**config.mk**
```make
export PLATFORM = sky130hd
export DESIGN_NAME = dual_servo_slew_limiter
export DESIGN_NICKNAME = d
export VERILOG_FILES = /design/src/dssl_pkg.sv /design/src/dual_servo_slew_limiter.sv /design/src/dssl_chan.sv
export SDC_FILE = /design/constraint.sdc
export NUM_CORES = 1
export LEC_CHECK = 0
export ABC_AREA = 1
export ABC_CLOCK_PERIOD_IN_PS = 27000
export BUFFER_PORTS_ARGS = -buffer_cell sky130_fd_sc_hd__buf_2
export CAP_MARGIN = 40
export CORE_MARGIN = 1
export CORE_UTILIZATION = 60
export CTS_BUF_LIST = sky130_fd_sc_hd__clkbuf_16
export CTS_CLUSTER_DIAMETER = 80
export DETAILED_ROUTE_END_ITERATION = 7
export GPL_TIMING_DRIVEN = 0
export PLACE_DENSITY_LB_ADDON = 0.12
export SLEW_MARGIN = 20
export SYNTH_ARGS = -nofsm -noshare
export SYNTH_HDL_FRONTEND = slang
export SYNTH_SLANG_ARGS = --single-unit
```
**constraint.sdc**
```tcl
create_clock -name i_clk -period 27 [get_ports i_clk]
set_clock_uncertainty 0.15 [all_clocks]
set_input_delay 5.4 -clock i_clk [delete_from_list [all_inputs] [get_ports i_clk]]
set_output_delay 5.4 -clock i_clk [all_outputs]
set_load 0.02 [all_outputs]
```
**src/dssl_pkg.sv**
```systemverilog
// Shared types and constants for the dual servo slew limiter.
// Used by dssl_chan and dual_servo_slew_limiter; depends on nothing.
package dssl_pkg;

    localparam int unsigned VALUE_W     = 16;
    localparam int unsigned PULSE_W     = 12;
    localparam int unsigned DZ_W        = 6;
    localparam int unsigned SPEED_W     = 8;
    localparam int unsigned STEER_W     = 11;
    localparam int unsigned SPEED_LIM_W = 7;
    localparam int unsigned STEER_LIM_W = 10;
    localparam int unsigned APB_DATA_W  = 32;
    localparam int unsigned APB_ADDR_W  = 5;
    localparam int unsigned REG_IDX_W   = 3;

    localparam logic [PULSE_W-1:0] PULSE_MAX = 12'd4095;

    // Register reset values
    localparam logic [SPEED_LIM_W-1:0] RST_SPEED_LIMIT = 7'd80;
    localparam logic [STEER_LIM_W-1:0] RST_STEER_LIMIT = 10'd400;
    localparam logic [DZ_W-1:0]        RST_SPEED_DZ    = 6'd10;
    localparam logic [DZ_W-1:0]        RST_STEER_DZ    = 6'd10;
    localparam logic [SPEED_LIM_W-1:0] RST_SPEED_STEP  = 7'd10;
    localparam logic [STEER_LIM_W-1:0] RST_STEER_STEP  = 10'd300;
    localparam logic [PULSE_W-1:0]     RST_NEUTRAL     = 12'd1500;

    // Register map, word index
    localparam logic [REG_IDX_W-1:0] REG_SPEED_LIMIT = 3'd0;
    localparam logic [REG_IDX_W-1:0] REG_STEER_LIMIT = 3'd1;
    localparam logic [REG_IDX_W-1:0] REG_SPEED_DZ    = 3'd2;
    localparam logic [REG_IDX_W-1:0] REG_STEER_DZ    = 3'd3;
    localparam logic [REG_IDX_W-1:0] REG_SPEED_STEP  = 3'd4;
    localparam logic [REG_IDX_W-1:0] REG_STEER_STEP  = 3'd5;
    localparam logic [REG_IDX_W-1:0] REG_NEUTRAL     = 3'd6;

    typedef enum logic [1:0] {
        CMD_TICK      = 2'd0,
        CMD_SET_SPEED = 2'd1,
        CMD_SET_STEER = 2'd2,
        CMD_ESTOP     = 2'd3
    } t_cmd;

    // Per-channel decoded command
    typedef struct packed {
        logic tick;
        logic set;
        logic estop;
    } t_chan_ctl;

endpackage

```
**src/dual_servo_slew_limiter.sv**
```systemverilog
// Dual servo slew limiter top level: APB registers, input word register,
// channel state and result register. Depends on dssl_pkg and dssl_chan.
//
// Takes one command word per clock while o_in_ready is high and returns one result word for each.
// The word is held in an input register, then both channels are computed in
// a single combinational pass into the channel state, which is also the
// result register; that register loads once the result slot is free, so a
// downstream stall holds the word in the input register meanwhile. The input
// register keeps accepting while a result waits, so a stall downstream
// costs at most one buffered word before o_in_ready drops. Configuration
// writes are meant for idle periods; a new neutral value shows only at the
// next servo write.
module dual_servo_slew_limiter (
    input  logic                                  i_clk,
    input  logic                                  i_rst_n,
    input  logic                                  psel,
    input  logic                                  penable,
    input  logic                                  pwrite,
    input  logic [dssl_pkg::APB_ADDR_W-1:0]       paddr,
    input  logic [dssl_pkg::APB_DATA_W-1:0]       pwdata,
    output logic [dssl_pkg::APB_DATA_W-1:0]       prdata,
    output logic                                  pready,
    input  logic                                  i_in_valid,
    output logic                                  o_in_ready,
    input  logic [1:0]                            i_command,
    input  logic signed [dssl_pkg::VALUE_W-1:0]   i_value,
    output logic                                  o_out_valid,
    input  logic                                  i_out_ready,
    output logic [dssl_pkg::PULSE_W-1:0]          o_speed_pulse,
    output logic [dssl_pkg::PULSE_W-1:0]          o_steer_pulse,
    output logic                                  o_speed_written,
    output logic                                  o_steer_written,
    output logic signed [dssl_pkg::SPEED_W-1:0]   o_present_speed,
    output logic signed [dssl_pkg::STEER_W-1:0]   o_present_steer
);

    // Configuration registers
    logic [dssl_pkg::SPEED_LIM_W-1:0] r_speed_limit;
    logic [dssl_pkg::STEER_LIM_W-1:0] r_steer_limit;
    logic [dssl_pkg::DZ_W-1:0]        r_speed_dz;
    logic [dssl_pkg::DZ_W-1:0]        r_steer_dz;
    logic [dssl_pkg::SPEED_LIM_W-1:0] r_speed_step;
    logic [dssl_pkg::STEER_LIM_W-1:0] r_steer_step;
    logic [dssl_pkg::PULSE_W-1:0]     r_neutral;

    logic                             w_cfg_wr;
    logic [dssl_pkg::REG_IDX_W-1:0]   w_cfg_idx;

    // Pipeline
    logic                                 r_in_valid;
    dssl_pkg::t_cmd                       r_in_cmd;
    logic signed [dssl_pkg::VALUE_W-1:0]  r_in_value;
    logic                                 r_out_valid;
    logic                                 w_move;

    // Channel state (doubles as result register)
    logic signed [dssl_pkg::SPEED_W-1:0]  r_speed_target;
    logic signed [dssl_pkg::STEER_W-1:0]  r_steer_target;
    logic signed [dssl_pkg::SPEED_W-1:0]  r_speed_now;
    logic signed [dssl_pkg::STEER_W-1:0]  r_steer_now;
    logic [dssl_pkg::PULSE_W-1:0]         r_speed_pulse;
    logic [dssl_pkg::PULSE_W-1:0]         r_steer_pulse;
    logic                                 r_speed_written;
    logic                                 r_steer_written;

    dssl_pkg::t_chan_ctl                  w_speed_ctl;
    dssl_pkg::t_chan_ctl                  w_steer_ctl;
    logic signed [dssl_pkg::SPEED_W-1:0]  n_speed_target;
    logic signed [dssl_pkg::STEER_W-1:0]  n_steer_target;
    logic signed [dssl_pkg::SPEED_W-1:0]  n_speed_now;
    logic signed [dssl_pkg::STEER_W-1:0]  n_steer_now;
    logic [dssl_pkg::PULSE_W-1:0]         n_speed_pulse;
    logic [dssl_pkg::PULSE_W-1:0]         n_steer_pulse;
    logic                                 n_speed_written;
    logic                                 n_steer_written;

    // APB
    assign pready    = 1'b1;
    assign w_cfg_wr  = psel & penable & pwrite;
    assign w_cfg_idx = paddr[dssl_pkg::APB_ADDR_W-1:2];

    always_ff @(posedge i_clk) begin
        if (!i_rst_n) begin
            r_speed_limit <= dssl_pkg::RST_SPEED_LIMIT;
            r_steer_limit <= dssl_pkg::RST_STEER_LIMIT;
            r_speed_dz    <= dssl_pkg::RST_SPEED_DZ;
            r_steer_dz    <= dssl_pkg::RST_STEER_DZ;
            r_speed_step  <= dssl_pkg::RST_SPEED_STEP;
            r_steer_step  <= dssl_pkg::RST_STEER_STEP;
            r_neutral     <= dssl_pkg::RST_NEUTRAL;
        end else if (w_cfg_wr) begin
            unique case (w_cfg_idx)
                dssl_pkg::REG_SPEED_LIMIT: begin
                    r_speed_limit <= pwdata[dssl_pkg::SPEED_LIM_W-1:0];
                end
                dssl_pkg::REG_STEER_LIMIT: begin
                    r_steer_limit <= pwdata[dssl_pkg::STEER_LIM_W-1:0];
                end
                dssl_pkg::REG_SPEED_DZ: begin
                    r_speed_dz <= pwdata[dssl_pkg::DZ_W-1:0];
                end
                dssl_pkg::REG_STEER_DZ: begin
                    r_steer_dz <= pwdata[dssl_pkg::DZ_W-1:0];
                end
                dssl_pkg::REG_SPEED_STEP: begin
                    r_speed_step <= pwdata[dssl_pkg::SPEED_LIM_W-1:0];
                end
                dssl_pkg::REG_STEER_STEP: begin
                    r_steer_step <= pwdata[dssl_pkg::STEER_LIM_W-1:0];
                end
                dssl_pkg::REG_NEUTRAL: begin
                    r_neutral <= pwdata[dssl_pkg::PULSE_W-1:0];
                end
                default: begin
                end
            endcase
        end
    end

    always_comb begin
        unique case (w_cfg_idx)
            dssl_pkg::REG_SPEED_LIMIT: prdata = 32'(r_speed_limit);
            dssl_pkg::REG_STEER_LIMIT: prdata = 32'(r_steer_limit);
            dssl_pkg::REG_SPEED_DZ:    prdata = 32'(r_speed_dz);
            dssl_pkg::REG_STEER_DZ:    prdata = 32'(r_steer_dz);
            dssl_pkg::REG_SPEED_STEP:  prdata = 32'(r_speed_step);
            dssl_pkg::REG_STEER_STEP:  prdata = 32'(r_steer_step);
            dssl_pkg::REG_NEUTRAL:     prdata = 32'(r_neutral);
            default:                   prdata = '0;
        endcase
    end

    // Handshake: advance the buffered word when the result slot is free
    assign w_move     = r_in_valid & (~r_out_valid | i_out_ready);
    assign o_in_ready = ~r_in_valid | w_move;

    always_ff @(posedge i_clk) begin
        if (!i_rst_n) begin
            r_in_valid  <= 1'b0;
            r_out_valid <= 1'b0;
        end else begin
            if (o_in_ready) begin
                r_in_valid <= i_in_valid;
            end
            if (w_move) begin
                r_out_valid <= 1'b1;
            end else if (i_out_ready) begin
                r_out_valid <= 1'b0;
            end
        end
    end

    always_ff @(posedge i_clk) begin
        if (i_in_valid && o_in_ready) begin
            r_in_cmd   <= dssl_pkg::t_cmd'(i_command);
            r_in_value <= i_value;
        end
    end

    // Command decode
    always_comb begin
        w_speed_ctl.tick  = (r_in_cmd == dssl_pkg::CMD_TICK);
        w_speed_ctl.set   = (r_in_cmd == dssl_pkg::CMD_SET_SPEED);
        w_speed_ctl.estop = (r_in_cmd == dssl_pkg::CMD_ESTOP);
        w_steer_ctl.tick  = (r_in_cmd == dssl_pkg::CMD_TICK);
        w_steer_ctl.set   = (r_in_cmd == dssl_pkg::CMD_SET_STEER);
        w_steer_ctl.estop = (r_in_cmd == dssl_pkg::CMD_ESTOP);
    end

    dssl_chan #(
        .NW  (dssl_pkg::SPEED_W),
        .LW  (dssl_pkg::SPEED_LIM_W),
        .NEG (1'b0)
    ) u_speed (
        .i_ctl       (w_speed_ctl),
        .i_value     (r_in_value),
        .i_target    (r_speed_target),
        .i_now       (r_speed_now),
        .i_limit     (r_speed_limit),
        .i_step      (r_speed_step),
        .i_dead_zone (r_speed_dz),
        .i_mid       (r_neutral),
        .o_target    (n_speed_target),
        .o_now       (n_speed_now),
        .o_pulse     (n_speed_pulse),
        .o_written   (n_speed_written)
    );

    dssl_chan #(
        .NW  (dssl_pkg::STEER_W),
        .LW  (dssl_pkg::STEER_LIM_W),
        .NEG (1'b1)
    ) u_steer (
        .i_ctl       (w_steer_ctl),
        .i_value     (r_in_value),
        .i_target    (r_steer_target),
        .i_now       (r_steer_now),
        .i_limit     (r_steer_limit),
        .i_step      (r_steer_step),
        .i_dead_zone (r_steer_dz),
        .i_mid       (r_neutral),
        .o_target    (n_steer_target),
        .o_now       (n_steer_now),
        .o_pulse     (n_steer_pulse),
        .o_written   (n_steer_written)
    );

    always_ff @(posedge i_clk) begin
        if (!i_rst_n) begin
            r_speed_target  <= '0;
            r_steer_target  <= '0;
            r_speed_now     <= '0;
            r_steer_now     <= '0;
            r_speed_pulse   <= dssl_pkg::RST_NEUTRAL;
            r_steer_pulse   <= dssl_pkg::RST_NEUTRAL;
            r_speed_written <= 1'b0;
            r_steer_written <= 1'b0;
        end else if (w_move) begin
            r_speed_target  <= n_speed_target;
            r_steer_target  <= n_steer_target;
            r_speed_now     <= n_speed_now;
            r_steer_now     <= n_steer_now;
            r_speed_written <= n_speed_written;
            r_steer_written <= n_steer_written;
            if (n_speed_written) begin
                r_speed_pulse <= n_speed_pulse;
            end
            if (n_steer_written) begin
                r_steer_pulse <= n_steer_pulse;
            end
        end
    end

    assign o_out_valid     = r_out_valid;
    assign o_speed_pulse   = r_speed_pulse;
    assign o_steer_pulse   = r_steer_pulse;
    assign o_speed_written = r_speed_written;
    assign o_steer_written = r_steer_written;
    assign o_present_speed = r_speed_now;
    assign o_present_steer = r_steer_now;

    // Emergency stop zeroes both channels and writes both servos
    a_estop: assert property (@(posedge i_clk) disable iff (!i_rst_n)
        (w_move && r_in_cmd == dssl_pkg::CMD_ESTOP) |=>
        (o_out_valid && o_speed_written && o_steer_written &&
         o_present_speed == '0 && o_present_steer == '0))
        else $error("estop did not clear and write both channels");

    // Target updates never write a servo
    a_set_no_write: assert property (@(posedge i_clk) disable iff (!i_rst_n)
        (w_move && (r_in_cmd == dssl_pkg::CMD_SET_SPEED ||
                    r_in_cmd == dssl_pkg::CMD_SET_STEER)) |=>
        (!o_speed_written && !o_steer_written))
        else $error("set command wrote a servo");

    // A channel not written keeps its present value and pulse
    a_speed_hold: assert property (@(posedge i_clk) disable iff (!i_rst_n)
        w_move |=> (o_speed_written ||
                    (o_present_speed == $past(r_speed_now) &&
                     o_speed_pulse == $past(r_speed_pulse))))
        else $error("speed changed without a servo write");

    a_steer_hold: assert property (@(posedge i_clk) disable iff (!i_rst_n)
        w_move |=> (o_steer_written ||
                    (o_present_steer == $past(r_steer_now) &&
                     o_steer_pulse == $past(r_steer_pulse))))
        else $error("steer changed without a servo write");

endmodule

```
**src/dssl_chan.sv**
```systemverilog
// One servo channel: target clamp, ramp step, magnitude clamp, dead zone
// and pulse saturation. Pure combinational. Depends on dssl_pkg.
module dssl_chan #(
    parameter int unsigned NW  = dssl_pkg::SPEED_W,
    parameter int unsigned LW  = dssl_pkg::SPEED_LIM_W,
    parameter bit          NEG = 1'b0
) (
    input  dssl_pkg::t_chan_ctl                 i_ctl,
    input  logic signed [dssl_pkg::VALUE_W-1:0] i_value,
    input  logic signed [NW-1:0]                i_target,
    input  logic signed [NW-1:0]                i_now,
    input  logic [LW-1:0]                       i_limit,
    input  logic [LW-1:0]                       i_step,
    input  logic [dssl_pkg::DZ_W-1:0]           i_dead_zone,
    input  logic [dssl_pkg::PULSE_W-1:0]        i_mid,
    output logic signed [NW-1:0]                o_target,
    output logic signed [NW-1:0]                o_now,
    output logic [dssl_pkg::PULSE_W-1:0]        o_pulse,
    output logic                                o_written
);

    localparam int unsigned VW = dssl_pkg::VALUE_W + 1;
    localparam int unsigned WW = NW + 2;
    localparam int unsigned PW = (NW + 3 > 14) ? NW + 3 : 14;

    logic signed [VW-1:0] val_v;
    logic signed [VW-1:0] lim_v;
    logic signed [VW-1:0] tclamp_v;
    logic signed [WW-1:0] now_w;
    logic signed [WW-1:0] tgt_w;
    logic signed [WW-1:0] step_w;
    logic signed [WW-1:0] lim_w;
    logic signed [WW-1:0] up_w;
    logic signed [WW-1:0] dn_w;
    logic signed [WW-1:0] nxt_w;
    logic signed [WW-1:0] c_w;
    logic                 moved;
    logic signed [PW-1:0] c_p;
    logic signed [PW-1:0] dz_p;
    logic signed [PW-1:0] off_p;
    logic signed [PW-1:0] mid_p;
    logic signed [PW-1:0] sum_p;

    // Clamp the requested target to the limit
    always_comb begin
        val_v = {i_value[dssl_pkg::VALUE_W-1], i_value};
        lim_v = {{(VW-LW){1'b0}}, i_limit};
        if (val_v > lim_v) begin
            tclamp_v = lim_v;
        end else if (val_v < -lim_v) begin
            tclamp_v = -lim_v;
        end else begin
            tclamp_v = val_v;
        end
    end

    // Ramp toward target (or go to zero on estop), then clamp to the present limit
    always_comb begin
        now_w  = {{(WW-NW){i_now[NW-1]}}, i_now};
        tgt_w  = {{(WW-NW){i_target[NW-1]}}, i_target};
        step_w = {{(WW-LW){1'b0}}, i_step};
        lim_w  = {{(WW-LW){1'b0}}, i_limit};
        up_w   = now_w + step_w;
        dn_w   = now_w - step_w;
        moved  = 1'b1;
        if (tgt_w > now_w) begin
            nxt_w = (up_w < tgt_w) ? up_w : tgt_w;
        end else if (tgt_w < now_w) begin
            nxt_w = (dn_w > tgt_w) ? dn_w : tgt_w;
        end else begin
            nxt_w = now_w;
            moved = 1'b0;
        end
        if (i_ctl.estop) begin
            nxt_w = '0;
        end
        if (nxt_w > lim_w) begin
            c_w = lim_w;
        end else if (nxt_w < -lim_w) begin
            c_w = -lim_w;
        end else begin
            c_w = nxt_w;
        end
    end

    // Dead zone away from zero, offset from mid, saturate
    always_comb begin
        c_p   = {{(PW-WW){c_w[WW-1]}}, c_w};
        dz_p  = {{(PW-dssl_pkg::DZ_W){1'b0}}, i_dead_zone};
        mid_p = {{(PW-dssl_pkg::PULSE_W){1'b0}}, i_mid};
        if (c_p > 0) begin
            off_p = c_p + dz_p;
        end else if (c_p < 0) begin
            off_p = c_p - dz_p;
        end else begin
            off_p = '0;
        end
        sum_p = NEG ? (mid_p - off_p) : (mid_p + off_p);
        if (sum_p < 0) begin
            o_pulse = '0;
        end else if (sum_p > $signed({{(PW-dssl_pkg::PULSE_W){1'b0}}, dssl_pkg::PULSE_MAX}))
        begin
            o_pulse = dssl_pkg::PULSE_MAX;
        end else begin
            o_pulse = sum_p[dssl_pkg::PULSE_W-1:0];
        end
    end

    assign o_written = i_ctl.estop | (i_ctl.tick & moved);
    assign o_now     = o_written ? c_w[NW-1:0] : i_now;

    always_comb begin
        if (i_ctl.estop) begin
            o_target = '0;
        end else if (i_ctl.set) begin
            o_target = tclamp_v[NW-1:0];
        end else begin
            o_target = i_target;
        end
    end

endmodule
```
---- Word level (Yosys, flattened, before mapping) ----
Index checks and enable logic that the tools add are counted.
word-level totals
  word-level logic and storage cells ...... 131
  output and inout port bits .............. 80
  register bits after elaboration ......... 142
cells by class
  $lt $le $gt $ge ......................... 24
  multiplexer cells ....................... 37
  add/sub/neg operators ................... 14
  bitwise logic cells ..................... 11
  reduce and logical (&&, ||, !) cells .... 17
  eq/ne operators ......................... 9
operators by type and width
  operator                number
  $mux W13                7
  $pmux W12 S7            1
  $mux W10                7
  $mux W14                4
  $mux W12                4
  $mux W11                4
  $lt A16 B17 Y1          2
  $mux W8                 4
  $gt A14 B13 Y1 const B  2
  $lt A14 B1 Y1 const B   2
  $reduce_and A2 Y1       11
  $neg A10 Y17            1
  $neg A7 Y17             1
  $gt A16 B11 Y1          1
  $gt A16 B8 Y1           1
  $add A13 B14 Y14        1
  $add A13 B7 Y14         1
  $sub A13 B14 Y14        1
  $sub A13 B7 Y14         1
  $gt A13 B1 Y1 const B   1
  $gt A13 B11 Y1          1
  $lt A13 B1 Y1 const B   1
  $lt A13 B13 Y1          1
  $neg A10 Y13            1
  32 further kinds        51

---- Logic depth before layout (Yosys ltp) ----
Gate-level depths: netlist of the first run.
  depth after elaboration ................. 16
  mapped depth ............................ 72
  mapped depth without buffers ............ 69

---- Cells and area by module ----
From an unflattened synthesis of the first run, not the netlist that was laid out.
unflattened totals
  cell total of the unflattened synthesis .. 2,757
  area total of the unflattened synthesis .. 17,376.7 um2
modules (own cells, without submodules)
  module                   instances  cells each  area an instance (um2)  sequential area each (um2)
  dssl_chan (u_steer)      1          1,108       6,288.5                 0.0
  dual_servo_slew_limiter  1          804         6,024.5                 3,022.9
  dssl_chan (u_speed)      1          845         5,063.6                 0.0

---- Worst setup path after synthesis of the first run ----
Ideal clock, no wire load.
  path type ............................... input to output
  start ................................... in paddr[4] (netlist bit)
  end ..................................... out prdata[0] (netlist bit)
  data required time ...................... 21.450 ns
  buffers on the path ..................... 0
  cell stages on the path ................. 6
  data arrival time ....................... 6.578 ns
  setup slack ............................. 14.872 ns
  cell sequence ........................... inv_1 nor3_1 inv_1 o21ai_0 a21oi_1 o2111ai_1
on the way
  cells in the longest elaborated chain, start to end .. 2
RTL lines
  element                               RTL line                        text
  start: declaration                    dual_servo_slew_limiter.sv:19   input logic [dssl_pkg::APB_ADDR_W-1:0] paddr,
  $eq A3 B3 Y1 (tied with other cells)  dual_servo_slew_limiter.sv:121  unique case (w_cfg_idx)
  $pmux W12 S7 *                        dual_servo_slew_limiter.sv:121
  end: declaration                      dual_servo_slew_limiter.sv:21   output logic [dssl_pkg::APB_DATA_W-1:0] prdata,
Every way passes the cells marked *; elsewhere a longest branch is shown, timed or not.

---- Final worst setup path of the first run ----
Ends and elaborated chain as after synthesis.

==> results of run 1 <==
==> cells in the final DEF, fill, tap and decap left out, types with 5 or more instances in the layout <==
cell	count
a21oi_1	235
a221oi_1	5
a31oi_1	5
buf_2	103
buf_4	26
buf_6	7
clkbuf_1	37
clkbuf_16	18
conb_1	21
dfxtp_1	124
edfxtp_1	18
fa_1	10
ha_1	219
inv_1	363
inv_2	9
inv_6	5
nand2_1	528
nand2_2	24
nand3_1	105
nand3_2	11
nand3b_1	8
nand4_1	39
nor2_1	127
nor2_2	16
nor3_1	27
o2111ai_1	9
o211ai_1	39
o21ai_0	146
o21ai_1	8
o21bai_1	20
o221ai_1	6
o22ai_1	13
o31ai_1	10
or2_2	12
xnor2_1	12
xor2_1	53
==> final cells by class <==
| cell class | count | area [sq um] | share of cell area, % |
|---|---|---|---|
| clock inverter | 14 | 186 | 1.10 |
| buffer | 74 | 432 | 2.54 |
| multi-input combinational | 1748 | 10600 | 62.1 |
| antenna | 1 | 2.50 | 0.0147 |
| tap | 330 | 413 | 2.43 |
| clock buffer | 18 | 450 | 2.65 |
| inverter | 377 | 1420 | 8.33 |
| sequential | 142 | 3020 | 17.8 |
| timing repair buffer | 101 | 515 | 3.03 |
==> registers in the layout, summed over array words and instances (netlist names), 8 cells and up <==
signal and cells:
o_present_speed 8, o_present_steer 11, o_speed_pulse 12, o_steer_pulse 12, r_in_value 16, r_neutral 12
r_speed_target 8, r_steer_limit 10, r_steer_step 10, r_steer_target 11
==> tightest hold or removal path, stage by stage, from the launching register on <==
cell and delay (ns):
dfxtp_1 0.32, a21oi_1 0.06, nand2_1 0.05
==> cells by family after synthesis <==
group / count (synthesis) / share of synthesized area [%]
buffers and inverters: 451 / 12.0
AO/OA/AOI/OAI: 520 / 19.2
flip-flops: 142 / 19.7
other: 2 / 0.0489
AND/OR/NAND/NOR: 912 / 26.1
adder cells (fa/ha/maj): 229 / 19.1
XOR/XNOR: 66 / 3.81
==> power by group <==
| part | internal (mW) | switching, mW |
|---|---|---|
| registers | 0.227 | 0.0134 |
| clock network | 0.147 | 0.111 |
| logic | 0.488 | 0.868 |
| total | 0.862 | 0.992 |
==> per-stage QoR <==
step | power, mW | std cells | hold slack (ns) | cell area (sq um)
6_report | 1.85 | 2805 | 0.313 | 17000
5_1_grt | 2.02 | 2804 | 0.333 | 17000
4_1_cts | 1.83 | 2804 | 0.316 | 17000
3_5_place_dp | 1.56 | 2772 | 0.299 | 16400
3_3_place_gp | 1.53 | 2769 | 0.297 | 16300
2_1_floorplan | 1.27 | 2341 | 0.312 | 15400
==> metal layers <==
metal,track usage (%),vias up,share of wire (%)
li1,-,7957,-
met1,50.6,7394,40
met2,66.3,927,46
met3,6.59,171,10
met4,18.0,0,4.2
met5,0,-,0
==> worst max path at each step <==
| stage | from | end | cells past startpoint |
|---|---|---|---|
| final | paddr[4] | prdata[0] | 9 |
| after global routing | paddr[4] | prdata[0] | 9 |
| after CTS | paddr[4] | prdata[0] | 9 |
| after detailed placement | paddr[4] | prdata[0] | 9 |
| after global placement | paddr[4] | prdata[0] | 8 |
| after floorplan | paddr[4] | prdata[0] | 6 |
==> results.cfg, run 1 <==
[floorplanning]
dieArea_sq_um = 26200
initial_core_util_pct = 61.0
io_pins = 142
die_y_um = 162
rows = 58
die-width_um = 162
core_sq_um = 25200

[worst_setup_path]
path_max_fanout = 6
crit_arrival_ns = 7.39
cpMaxStageDelayCell = nor3_1
path_cells = buf_2 > inv_1 > nor3_1 > buf_2 > inv_1 > o21ai_0 > a21oi_1 > o2111ai_1 > buf_2
cp_num_buf_inv = 5
reg2regPathDepth = 59
slowest_delay_ns = 0.41
crit-reg2reg-launch = o_present_speed[0]
path_class = in -> out
cp_common_cell = buf_2
rrSetupSlack_ns = 15.89
critPathCaptureType = primary output
critPathTopFamily = buffers and inverters
cp-start-kind = primary input
rr_endpoint = o_speed_pulse[4]
crit_required_ns = 21.45

[synthesis]
netlist_instances = 2322
synth.distinct_cells = 58
synthTopCellsByArea = ha_1 18%, dfxtp_1 16%, nand2_1 13%
synth_edf_count = 18
seq_area_frac_synth_pct = 19.7
ys_dominant_reg_cell = dfxtp_1
async_reset_ff_share_pct = 0
yosys_warnings = 0
synth_top_area_cell = ha_1
yosys.cell_count.top_type = nand2_1
ys_ff_latch = 142
synth_top_area_share_pct = 17.8
synth_area_sq_um = 15400
avgSynthCellArea_sq_um = 6.61
synth_common_cells = 528 x nand2_1, 363 x inv_1, 235 x a21oi_1, 219 x ha_1, 146 x o21ai_0

[clocking]
htreeDepth = 4
cts_buffers = 17
cts_tree = done
path_clk_slew_ns = 0.06
cts_root_buf = clkbuf_16
clock_sink_count = 142
holdBufCountCts = 0
postCtsSetupRepairBufs = 0
cts_resized = 0
insertion_delay_ns = 0.45
clk_path_buf_depth = 2

[placed_design]
place_hpwl_um = 42600
port_buffers = 98
place_ws_ns = 14.28
gp_congestion = 1.06

[pwr]
p_per_area_nw_per_um2 = 109
p_leak_nw = 8.83
vdd_drop_max_v = 0.000141

[sta]
post-route-period-util_pct = 47.9
max_slew_margin_pct = 41.2
finalSetupTns_ns = 0
fin_ws_ns = 14.06
rsz0062_at_grt = false
hold_violations = 0
setup_violations = 0
fmax_ghz = 0.0773
worstMarginPinSlew_ns = 0.876
drv_slew = 0
post-route-min-period_ns = 12.94

[job]
drv_cap = 0

[global_route]
grt_pass1_wl_um = 80600
first_global_vias = 15100
grt_max_degree = 19
grt.total_usage_pct = 39.9
grt_antenna_before_repair = 0
grt_overflow = 0

[outcome]
status = finished, violations left
violations = design-rule violations

[detailed_routing]
drt_iter0_markers = 1638
routedWlPerCell_um = 18.9
wirelength_um = 52900
vias = 16400
vias_per_cell = 5.86
postRouteAntennaNets = 0
drc = 1
first_pass_iters = 8

[hold_path]
hold_path_class = reg -> reg
min_delay_path_depth = 2
min_to = o_speed_pulse[8]
hp-start = o_speed_pulse[8]

[cells_and_area]
fin_util_pct = 67.5
num-nets-final = 2752
nFillCells = 2316
areaGrowthSynthToFinish_pct = 10.7
drive_gt1_share_pct = 10.1
Power figures use the tool's default switching activity.
==> run 2: changes to the inputs <==
ABC_AREA = 0   (was 1)
ABC_CLOCK_PERIOD_IN_PS = 11870   (was 27000)
CORE_UTILIZATION = 56   (was 60)
clock period = 11.87 ns   (was 27 ns; I/O delays follow)
==> run 2 against run 1 <==
The flow now finishes without violations. Setup slack got worse by 13 ns. Register-to-register slack worse by 15 ns. Clock-buffer cell count unchanged. Sequential share of layout area decreased by 0.089 points. First-iteration DRC count rose by 3.7%. Cell count fell by 12%. Via count shrank 5.5%. Global-route usage down 2.7 points. Die area up 6.2%. Sequential cell count did not move. Core utilization is 3.8 points lower. Final area grew 0.50%. Critical path type is now reg -> reg. Highest routed layer unchanged.
==> results.cfg, run 2 <==
[worst_setup_path]
path_class = reg -> reg
cp_num_buf_inv = 8
path_max_fanout = 10
critPathTopFamily = compound AO/OA/AOI/OAI gates
cpMaxStageDelayCell = dfxtp_1
crit_required_ns = 12.08
slowest_delay_ns = 0.44
cp_common_cell = o21a_1
cp-start-kind = flop
critPathCaptureType = flop
crit_arrival_ns = 11.43

[job]
drv_cap = 0

[cells_and_area]
stdcell_area_sq_um = 17100
final_common_cell = ha_1
top_register = r_in_value
mostFrequentLayoutCells = 219 x ha_1, 194 x nor2_1, 179 x nand2_1
drive_gt1_share_pct = 11.7
largest_reg_flops = 16
num-nets-final = 2410
num_antenna_cells = 0
areaGrowthSynthToFinish_pct = 12.2

[synthesis]
ys_ff_latch = 142
avgSynthCellArea_sq_um = 7.72
synthTopCellsByArea = ha_1 18%, dfxtp_1 16%, a21oi_1 4.9%
synth_top_area_share_pct = 18.0
netlist_instances = 1974
synth_edf_count = 18
async_reset_ff_share_pct = 0
synth.distinct_cells = 99
yosys.cell_count.top_type = ha_1
seq_area_frac_synth_pct = 19.8
yosys_warnings = 0
synth_top_area_cell = ha_1
synth_common_cells = 219 x ha_1, 195 x nor2_1, 179 x nand2_1, 171 x inv_1, 149 x a21oi_1
synth_area_sq_um = 15200
ys_dominant_reg_cell = dfxtp_1

[global_route]
grt.total_usage_pct = 37.2
grt_pass1_wl_um = 80800
grt_antenna_before_repair = 0
grt_max_degree = 19
grt_overflow = 0
first_global_vias = 14500

[sta]
hold_violations = 0
fmax_ghz = 0.0892
post-route-period-util_pct = 94.5
max_slew_margin_pct = 36.0
worstMarginPinSlew_ns = 0.951
setup_violations = 0
post-route-min-period_ns = 11.21
drv_slew = 0
finalSetupTns_ns = 0

[clocking]
htreeDepth = 4
clk_path_buf_depth = 2
cts_root_buf = clkbuf_16
cts_buffers = 17
clock_sink_count = 142
insertion_delay_ns = 0.44
path_clk_slew_ns = 0.08
cts_tree = done

[floorplanning]
initial_core_util_pct = 56.8
dieArea_sq_um = 27900
core_sq_um = 26800
die_y_um = 167
rows = 60
io_pins = 142
die-width_um = 167

[detailed_routing]
vias = 15500
drc = 0
postRouteAntennaNets = 0
drt_iter0_markers = 1699
vias_per_cell = 6.28
wirelength_um = 52200
first_pass_iters = 5
routedWlPerCell_um = 21.1

[hold_path]
hold_path_class = reg -> reg

[placed_design]
gp_congestion = 0.998
place_hpwl_um = 41300
port_buffers = 95
dpl-instance-area_sq_um = 16200

[outcome]
status = finished, final reports clean
-- run 2: layout make-up --
| cell class | count | area (sq um) |
|---|---|---|
| fill | 2435 | 9720 |
| clock buffer | 18 | 450 |
| inverter | 173 | 649 |
| buffer | 101 | 498 |
| timing repair buffer | 108 | 559 |
| tap | 341 | 427 |
| clock inverter | 14 | 189 |
| multi-input combinational | 1576 | 11300 |
| sequential | 142 | 3020 |
-- run 2: layer usage --
layer	share of wire (%)	global-route usage, %	vias up
met5	0	0	-
met4	3.8	14.9	0
met3	9.3	6.08	132
met2	44	58.0	757
met1	43	51.1	7331
li1	-	-	7321
-- run 2: worst paths after layout --
path / slack, ns / cells past startpoint / endpoint / start
max: 0.66 / 56 / o_speed_pulse[11] / r_speed_step[1]
min: 0.31 / 2 / o_speed_pulse[0] / o_speed_pulse[0]
max reg2reg: 0.66 / 56 / o_speed_pulse[11] / r_speed_step[1]
min reg2reg: 0.31 / 2 / o_speed_pulse[0] / o_speed_pulse[0]
-- run 2: what timing repair did --
| item | CTS | global route |
|---|---|---|
| pin swaps | 0 | 5 |
| setup buffers | 0 | 6 |
| resized for setup | 1 | 39 |
| setup endpoints to repair | 2 | 24 |
| hold buffers | 0 | 0 |
-- run 2: cell families after synthesis --
family,Yosys count,share of synthesized area [%]
DFF,142,19.8
adders and majority gates,231,19.4
other,2,0.0493
muxes,86,6.15
AOI/OAI and AO/OA,546,23.7
buffers and inverters,275,7.50
xor gates and xnor gates,66,3.84
and+or+nand+nor,626,19.4
-- run 2: worst min-delay path: cells and delay by family, from the launching register on --
kind / cells / cell delay [ns]
compound gates: 1 / 0.05
flops: 1 / 0.31
simple gates: 1 / 0.05
-- run 2: through the flow --
step	utilization, %	hold slack [ns]	std cells	worst slack (ns)
floorplan	-	0.297	1993	1.86
global placement	60.5	0.290	2429	0.222
detailed placement	60.6	0.293	2433	0.0511
CTS	63.0	0.305	2465	0.0779
global route	63.7	0.329	2473	-0.0668
finish	63.7	0.306	2473	0.655
Power of run 2 is not shown: default switching activity piles up to over one toggle a cycle in this logic, so the estimate is an artifact.
